File: src/rtl/core/mms_pkg.sv
// mms_pkg: shared types and codes for the min/max stack
// holds action, status and cell operation codes and the cell entry type
// no dependencies
package mms_pkg;

  localparam int DATA_W          = 32;
  localparam int DEF_STACK_DEPTH = 16;

  localparam logic [2:0] ACT_PUSH    = 3'd0;
  localparam logic [2:0] ACT_POP     = 3'd1;
  localparam logic [2:0] ACT_PEEK    = 3'd2;
  localparam logic [2:0] ACT_MIN     = 3'd3;
  localparam logic [2:0] ACT_MAX     = 3'd4;
  localparam logic [2:0] ACT_DUMP_TD = 3'd5;
  localparam logic [2:0] ACT_DUMP_BU = 3'd6;
  localparam logic [2:0] ACT_UNUSED  = 3'd7;

  localparam logic [1:0] STAT_OK    = 2'd0;
  localparam logic [1:0] STAT_EMPTY = 2'd1;
  localparam logic [1:0] STAT_FULL  = 2'd2;

  localparam logic [2:0] OP_HOLD   = 3'd0;
  localparam logic [2:0] OP_PUSH   = 3'd1;
  localparam logic [2:0] OP_POP    = 3'd2;
  localparam logic [2:0] OP_ROT_UP = 3'd3;
  localparam logic [2:0] OP_ROT_DN = 3'd4;

  typedef struct packed {
    logic                     vld;
    logic signed [DATA_W-1:0] val;
    logic signed [DATA_W-1:0] min;
    logic signed [DATA_W-1:0] max;
  } mms_entry_t;

endpackage

File: src/rtl/core/mms_cell.sv
// mms_cell: one stack slot holding a value and the min/max of itself and all below
// shifts with its neighbors on push/pop, rotates its value during dumps
// depends on mms_pkg
module mms_cell
  import mms_pkg::*;
(
  input  logic                     clk,
  input  logic                     rst_n,
  input  logic [2:0]               op,
  input  mms_entry_t               up,
  input  mms_entry_t               down,
  input  logic signed [DATA_W-1:0] wrap,
  output mms_entry_t               state
);

  logic                     vld_r, vld_nxt;
  logic signed [DATA_W-1:0] val_r, val_nxt;
  logic signed [DATA_W-1:0] min_r, min_nxt;
  logic signed [DATA_W-1:0] max_r, max_nxt;

  always_comb begin
    vld_nxt = vld_r;
    val_nxt = val_r;
    min_nxt = min_r;
    max_nxt = max_r;
    case (op)
      OP_PUSH: begin
        vld_nxt = up.vld;
        val_nxt = up.val;
        min_nxt = up.min;
        max_nxt = up.max;
      end
      OP_POP: begin
        vld_nxt = down.vld;
        val_nxt = down.val;
        min_nxt = down.min;
        max_nxt = down.max;
      end
      OP_ROT_UP: begin
        if (vld_r) begin
          val_nxt = down.vld ? down.val : wrap;
        end
      end
      OP_ROT_DN: begin
        if (vld_r) begin
          val_nxt = up.val;
        end
      end
      default: begin
      end
    endcase
  end

  always_ff @(posedge clk) begin
    if (!rst_n) begin
      vld_r <= 1'b0;
    end else begin
      vld_r <= vld_nxt;
    end
  end

  always_ff @(posedge clk) begin
    val_r <= val_nxt;
    min_r <= min_nxt;
    max_r <= max_nxt;
  end

  assign state.vld = vld_r;
  assign state.val = val_r;
  assign state.min = min_r;
  assign state.max = max_r;

endmodule

File: src/rtl/core/stack_with_min_max_query.sv
// stack_with_min_max_query: bounded lifo stack of signed values with min/max query and dumps
// top level: sequencer plus a chain of mms_cell slots, top of stack in cell 0
// depends on mms_pkg and mms_cell
//
// Each accepted request but the unused action gives its first result in the cycle after
// acceptance, on out_valid for exactly one cycle; the receiver cannot stall, so results must
// be taken as they appear. Push, pop, peek, min and max give one result each, and a new
// request can be accepted every cycle while busy is low. A dump of n entries gives n results
// on consecutive cycles, one per rotation step of the cell chain, and holds busy high until its
// last result is registered. Requests on an empty stack and dropped pushes give one error result.
module stack_with_min_max_query
  import mms_pkg::*;
#(
  parameter int STACK_DEPTH = DEF_STACK_DEPTH
) (
  input  logic                     clk,
  input  logic                     rst_n,
  input  logic                     start,
  output logic                     busy,
  input  logic [2:0]               in_action,
  input  logic signed [DATA_W-1:0] in_value,
  output logic                     out_valid,
  output logic signed [DATA_W-1:0] out_data,
  output logic [1:0]               out_status,
  output logic                     out_last
);

  localparam int CNT_W = $clog2(STACK_DEPTH + 1);

  localparam logic ST_IDLE = 1'b0;
  localparam logic ST_DUMP = 1'b1;

  localparam logic [CNT_W-1:0] CNT_ONE  = CNT_W'(1);
  localparam logic [CNT_W-1:0] CNT_FULL = CNT_W'(STACK_DEPTH);

  logic                     state_r, state_nxt;
  logic                     dir_bu_r, dir_bu_nxt;
  logic [CNT_W-1:0]         count_r, count_nxt;
  logic [CNT_W-1:0]         rem_r, rem_nxt;
  logic                     ovld_r, ovld_nxt;
  logic signed [DATA_W-1:0] odata_r, odata_nxt;
  logic [1:0]               ostat_r, ostat_nxt;
  logic                     olast_r, olast_nxt;

  logic [2:0]               op;
  mms_entry_t               cells [STACK_DEPTH];
  mms_entry_t               head_in;
  mms_entry_t               push_entry;
  logic signed [DATA_W-1:0] bottom_val;
  logic [STACK_DEPTH-1:0]   is_bottom;

  // bottom cell is the last valid one
  always_comb begin
    bottom_val = '0;
    for (int i = 0; i < STACK_DEPTH; i++) begin
      if (i == STACK_DEPTH - 1) begin
        is_bottom[i] = cells[i].vld;
      end else begin
        is_bottom[i] = cells[i].vld && !cells[i+1].vld;
      end
      bottom_val = bottom_val | (is_bottom[i] ? cells[i].val : '0);
    end
  end

  always_comb begin
    push_entry.vld = 1'b1;
    push_entry.val = in_value;
    push_entry.min = (cells[0].vld && (cells[0].min < in_value)) ? cells[0].min : in_value;
    push_entry.max = (cells[0].vld && (cells[0].max > in_value)) ? cells[0].max : in_value;
    if (op == OP_PUSH) begin
      head_in = push_entry;
    end else begin
      head_in     = '0;
      head_in.val = bottom_val;
    end
  end

  genvar g;
  generate
    for (g = 0; g < STACK_DEPTH; g++) begin : g_cell
      mms_entry_t up_s;
      mms_entry_t down_s;
      if (g == 0) begin : g_head
        assign up_s = head_in;
      end else begin : g_mid
        assign up_s = cells[g-1];
      end
      if (g == STACK_DEPTH - 1) begin : g_tail
        assign down_s = '0;
      end else begin : g_body
        assign down_s = cells[g+1];
      end
      mms_cell u_cell (
        .clk   (clk),
        .rst_n (rst_n),
        .op    (op),
        .up    (up_s),
        .down  (down_s),
        .wrap  (cells[0].val),
        .state (cells[g])
      );
    end
  endgenerate

  always_comb begin
    op         = OP_HOLD;
    state_nxt  = state_r;
    dir_bu_nxt = dir_bu_r;
    count_nxt  = count_r;
    rem_nxt    = rem_r;
    ovld_nxt   = 1'b0;
    odata_nxt  = '0;
    ostat_nxt  = STAT_OK;
    olast_nxt  = 1'b1;
    if (state_r == ST_DUMP) begin
      ovld_nxt  = 1'b1;
      odata_nxt = dir_bu_r ? bottom_val : cells[0].val;
      op        = dir_bu_r ? OP_ROT_DN : OP_ROT_UP;
      olast_nxt = (rem_r == CNT_ONE);
      rem_nxt   = rem_r - CNT_ONE;
      if (rem_r == CNT_ONE) begin
        state_nxt = ST_IDLE;
      end
    end else if (start) begin
      if (in_action == ACT_PUSH) begin
        ovld_nxt = 1'b1;
        if (count_r == CNT_FULL) begin
          ostat_nxt = STAT_FULL;
        end else begin
          op        = OP_PUSH;
          count_nxt = count_r + CNT_ONE;
        end
      end else if (in_action != ACT_UNUSED) begin
        ovld_nxt = 1'b1;
        if (count_r == '0) begin
          ostat_nxt = STAT_EMPTY;
        end else begin
          case (in_action)
            ACT_POP: begin
              op        = OP_POP;
              count_nxt = count_r - CNT_ONE;
            end
            ACT_PEEK: odata_nxt = cells[0].val;
            ACT_MIN:  odata_nxt = cells[0].min;
            ACT_MAX:  odata_nxt = cells[0].max;
            ACT_DUMP_TD, ACT_DUMP_BU: begin
              dir_bu_nxt = (in_action == ACT_DUMP_BU);
              odata_nxt  = (in_action == ACT_DUMP_BU) ? bottom_val : cells[0].val;
              op         = (in_action == ACT_DUMP_BU) ? OP_ROT_DN : OP_ROT_UP;
              olast_nxt  = (count_r == CNT_ONE);
              rem_nxt    = count_r - CNT_ONE;
              if (count_r != CNT_ONE) begin
                state_nxt = ST_DUMP;
              end
            end
            default: begin
            end
          endcase
        end
      end
    end
  end

  always_ff @(posedge clk) begin
    if (!rst_n) begin
      state_r <= ST_IDLE;
      count_r <= '0;
      ovld_r  <= 1'b0;
    end else begin
      state_r <= state_nxt;
      count_r <= count_nxt;
      ovld_r  <= ovld_nxt;
    end
  end

  always_ff @(posedge clk) begin
    dir_bu_r <= dir_bu_nxt;
    rem_r    <= rem_nxt;
    odata_r  <= odata_nxt;
    ostat_r  <= ostat_nxt;
    olast_r  <= olast_nxt;
  end

  assign busy       = (state_r == ST_DUMP);
  assign out_valid  = ovld_r;
  assign out_data   = odata_r;
  assign out_status = ostat_r;
  assign out_last   = olast_r;

endmodule

File: config.mk
export PLATFORM = sky130hd
export DESIGN_NAME = stack_with_min_max_query
export DESIGN_NICKNAME = d
export VERILOG_FILES = /design/src/rtl/core/mms_pkg.sv /design/src/rtl/core/mms_cell.sv /design/src/rtl/core/stack_with_min_max_query.sv
export SDC_FILE = /design/constraint.sdc
export NUM_CORES = 2
export LEC_CHECK = 0
export BUFFER_PORTS_ARGS = -buffer_cell sky130_fd_sc_hd__buf_4
export CORE_AREA = 2 2 539 327
export DETAILED_ROUTE_END_ITERATION = 12
export DIE_AREA = 0 0 541 329
export PLACE_DENSITY = 0.68
export SYNTH_ARGS = -nofsm -noshare
export SYNTH_HDL_FRONTEND = slang
export SYNTH_SLANG_ARGS = --single-unit
export TNS_END_PERCENT = 100
File: constraint.sdc
create_clock -name clk -period 8 [get_ports clk]
set_clock_uncertainty 0.05 [all_clocks]
set_input_delay 0.4 -clock clk [delete_from_list [all_inputs] [get_ports clk]]
set_output_delay 0.4 -clock clk [all_outputs]
set_load 0.005 [all_outputs]
==> summary.md <==
| Metric | Value |
|---|---|
| HP Start | in_value[24] |
| Final period utilization | 0.654 |
| GRT Residual Overflow | 0 |
| CP Data Arrival Time | 5.47 ns |
| Hold depth | 2 |
| DRC errors left | 0 |
| Slew @ Worst Pin | 1.41 ns |
| # Post-CTS Setup Buffers | 0 |
| Total GRT Usage | 0.230 |
| Reg2reg start | busy |
| Worst Reg-to-Reg Cells | 8 |
| Post-synth top area share | 0.597 |
| CP endpoint kind | register |
| H-tree Lvls | 4 |
| Syn nets | 7554 |
| Pins over their slew limit | 0 |
| Yosys warnings | 0 |
| Slowest CP cell | a31o_1 |
| Final setup TNS | 0 ns |
| WS Path Type | reg2reg |
| Clk_lat worst skew | 0.80 ns |
| Critical path's top delay family | buffers and inverters |
| Routed wire per std cell | 21.7 µm |
| Worst hold margin | 0.0515 ns |
| Max-capacitance violation count | 0 |
| Top_reg_cell synth | edfxtp_1 |
| DIE WIDTH | 541 µm |
| Largest net degree at the start of global routing | 275 |
| Core Box Area | 174000 µm² |
| CP bufs+invs | 4 |
| Nets@finish | 7366 |
| Crit Path Max Fanout | 172 |
| Gates resized, CTS repair | 0 |
| R2R setup slack | 2.77 ns |
| Worst Setup Start Kind | register |
| WP data required | 8.23 ns |
| Final hold vios | 0 |
| Hold buffer count at CTS | 27 |
| Synth cell types | 64 |
| I/O pin count | 75 |
| Syn_area_per_cell | 10.4 µm² |
| Cell chain of the critical path | buf_4 -> nor2b_1 -> a31o_1 -> nor3b_4 -> buf_4 -> nor2_4 -> inv_16 -> buf_12 |
| Share of layout cells above drive strength 1 | 0.0650 |
| Slowest cell delay on critical path | 0.84 ns |
| PwrDens | 230 nW/µm² |
| Crit. Startpoint | busy |
| Initial antenna violation count | 12 |
| RSZ-0062 raised after global routing | false |
| Max Clk Rate | 191 MHz |
| FFs w/ async S/R, synth | 0 |
| Post-synth EDFFs | 1542 |
| # rows | 119 |
| Area growth, synth to finish | 8.74% |
| Routability Congestion | 0.915 |
| TritonCTS clock tree | built |
| Cts bufs inserted | 155 |
| Leak | 32.1 nW |
| DP Wirelength | 126 mm |
| Clock transition at path regs | 0.07 ns |
| ANT nets after route | 0 |
| Top post-synthesis cells by area | edfxtp_1, nand2_1, mux2i_1 |
| Initial Utilization | 0.446 |
| DR vias | 55.6k |
| Hold/Removal Path Class | in2reg |
| Cell Area, Synth | 77500 µm² |
| Synth top cells by count | nand2_1, edfxtp_1, mux2i_1 |
| Clk sinks | 1600 |
| DR vias/cell | 5.75 |
| Max_slew headroom | 0.0543 |
| CTS Root Buffer Type | clkbuf_16 |
| First-pass GRT wire length | 317 mm |
| Maximum VDD drop | 152 µV |
| Area of the die | 178000 µm² |
| Seq/Total Area, Yosys | 0.612 |
| Gate Count Post-Synth | 7448 |
| Status | complete, no violations |
| Top-count cell post-synth | nand2_1 |
| Routed wire length | 210 mm |
| Yosys top cell by area | edfxtp_1 |
| Hold endpoint | g_cell[0].u_cell.max_r[24] |
| Drt initial violations | 8372 |
| Drt first pass iters | 7 |
| Final setup violation count | 0 |
| Most used cell, CP | buf_4 |
| Worst reg2reg path endpoint | g_cell[13].u_cell.min_r[12] |
| Vias in the first global route | 51.5k |
| CTS max path bufs | 4 |
| Yosys reg bits | 1600 |
| Tmin final | 5.23 ns |
| Vert. Die Dim | 329 µm |
| I/O Buffers | 74 |
-- area by class of cell --
| type | count | area, µm² |
|---|---|---|
| fillers | 15590 | 89300 |
| flip-flops and latches | 1600 | 47500 |
| multi-input cells | 5249 | 27200 |
| clock buffers | 204 | 4240 |
| well taps | 2299 | 2880 |
| repair buffers | 198 | 1690 |
| clock inverters | 65 | 551 |
| inverters | 56 | 226 |
| diodes | 8 | 20.0 |
-- where the power goes --
part / total (mW) / internal, mW / switching, mW
combinational: 2.11 / 0.679 / 1.44
clock: 7.21 / 4.02 / 3.19
sequential: 10.1 / 9.76 / 0.329
total: 19.4 / 14.5 / 4.96
-- stage by stage --
step / setup slack [ns] / util / instance area (µm²) / total power, mW / cells
after global placement: 3.26 / 0.456 / 79200 / 12.2 / 9375
after detailed placement: 3.15 / 0.456 / 79200 / 12.3 / 9375
after CTS: 3.16 / 0.485 / 84300 / 19.5 / 9671
final: 2.77 / 0.485 / 84300 / 19.4 / 9679
after global routing: 2.73 / 0.485 / 84300 / 20.1 / 9672
after floorplan: 0.947 / - / 77500 / 11.6 / 7448
-- state kept, by name (all words and copies together), names as in the netlist --
register,flops
g_cell.u_cell.val_r,512
dir_bu_r,1
g_cell.u_cell.min_r,512
g_cell.u_cell.vld_r,16
busy,1
out_valid,1
g_cell.u_cell.max_r,512
out_data,32
out_last,1
rem_r,5
count_r,5
out_status,2
-- layout by cell type, fill, tap and decap left out, drive strengths merged, types with 5 or more instances in the layout --
cell / count
a2111oi: 12
a211oi: 9
a21boi: 5
a21o: 5
a21oi: 118
a221o: 23
a221oi: 45
a22o: 95
a22oi: 144
and2: 73
and3b: 33
and4: 8
buf: 171
bufinv: 9
clkbuf: 204
clkinv: 48
clkinvlp: 6
dfxtp: 58
diode: 8
dlygate4sd3: 27
edfxtp: 1542
ha: 68
inv: 58
mux2: 55
mux2i: 471
nand2: 3300
nand3: 12
nand4: 51
nor2: 142
nor2b: 21
nor3: 16
o21ai: 477
o221ai: 19
xnor2: 8
xor2: 5
-- worst max-delay path by stage --
stage | slack, ns | cells past startpoint | to
floorplan | 0.95 | 11 | g_cell[10].u_cell.vld_r
global placement | 3.26 | 9 | g_cell[13].u_cell.max_r[8]
detailed placement | 3.15 | 9 | g_cell[11].u_cell.max_r[8]
CTS | 3.16 | 9 | g_cell[14].u_cell.min_r[22]
global route | 2.73 | 8 | g_cell[14].u_cell.min_r[12]
finish | 2.77 | 8 | g_cell[13].u_cell.min_r[12]
-- cells by family (layout without fill, tap and decap cells) --
logic type | Yosys count | after routing | synth area share
AOI/OAI and AO/OA | 969 | 969 | 0.0791
xor gates and xnor gates | 13 | 13 | 0.00147
adders and majority gates | 68 | 68 | 0.0110
buffers and inverters | 599 | 523 | 0.0383
DFF | 1600 | 1600 | 0.612
muxes | 526 | 526 | 0.0688
other | 0 | 8 | 0
and+or+nand+nor | 3673 | 3673 | 0.189
-- per-layer routing --
layer  wire length [µm]  GRT usage
met4               5740     0.0601
met1              93000      0.358
met3              27100     0.0600
met2              84300      0.312
met5                 38          0
No activity file was read; power rests on OpenSTA's default activity.
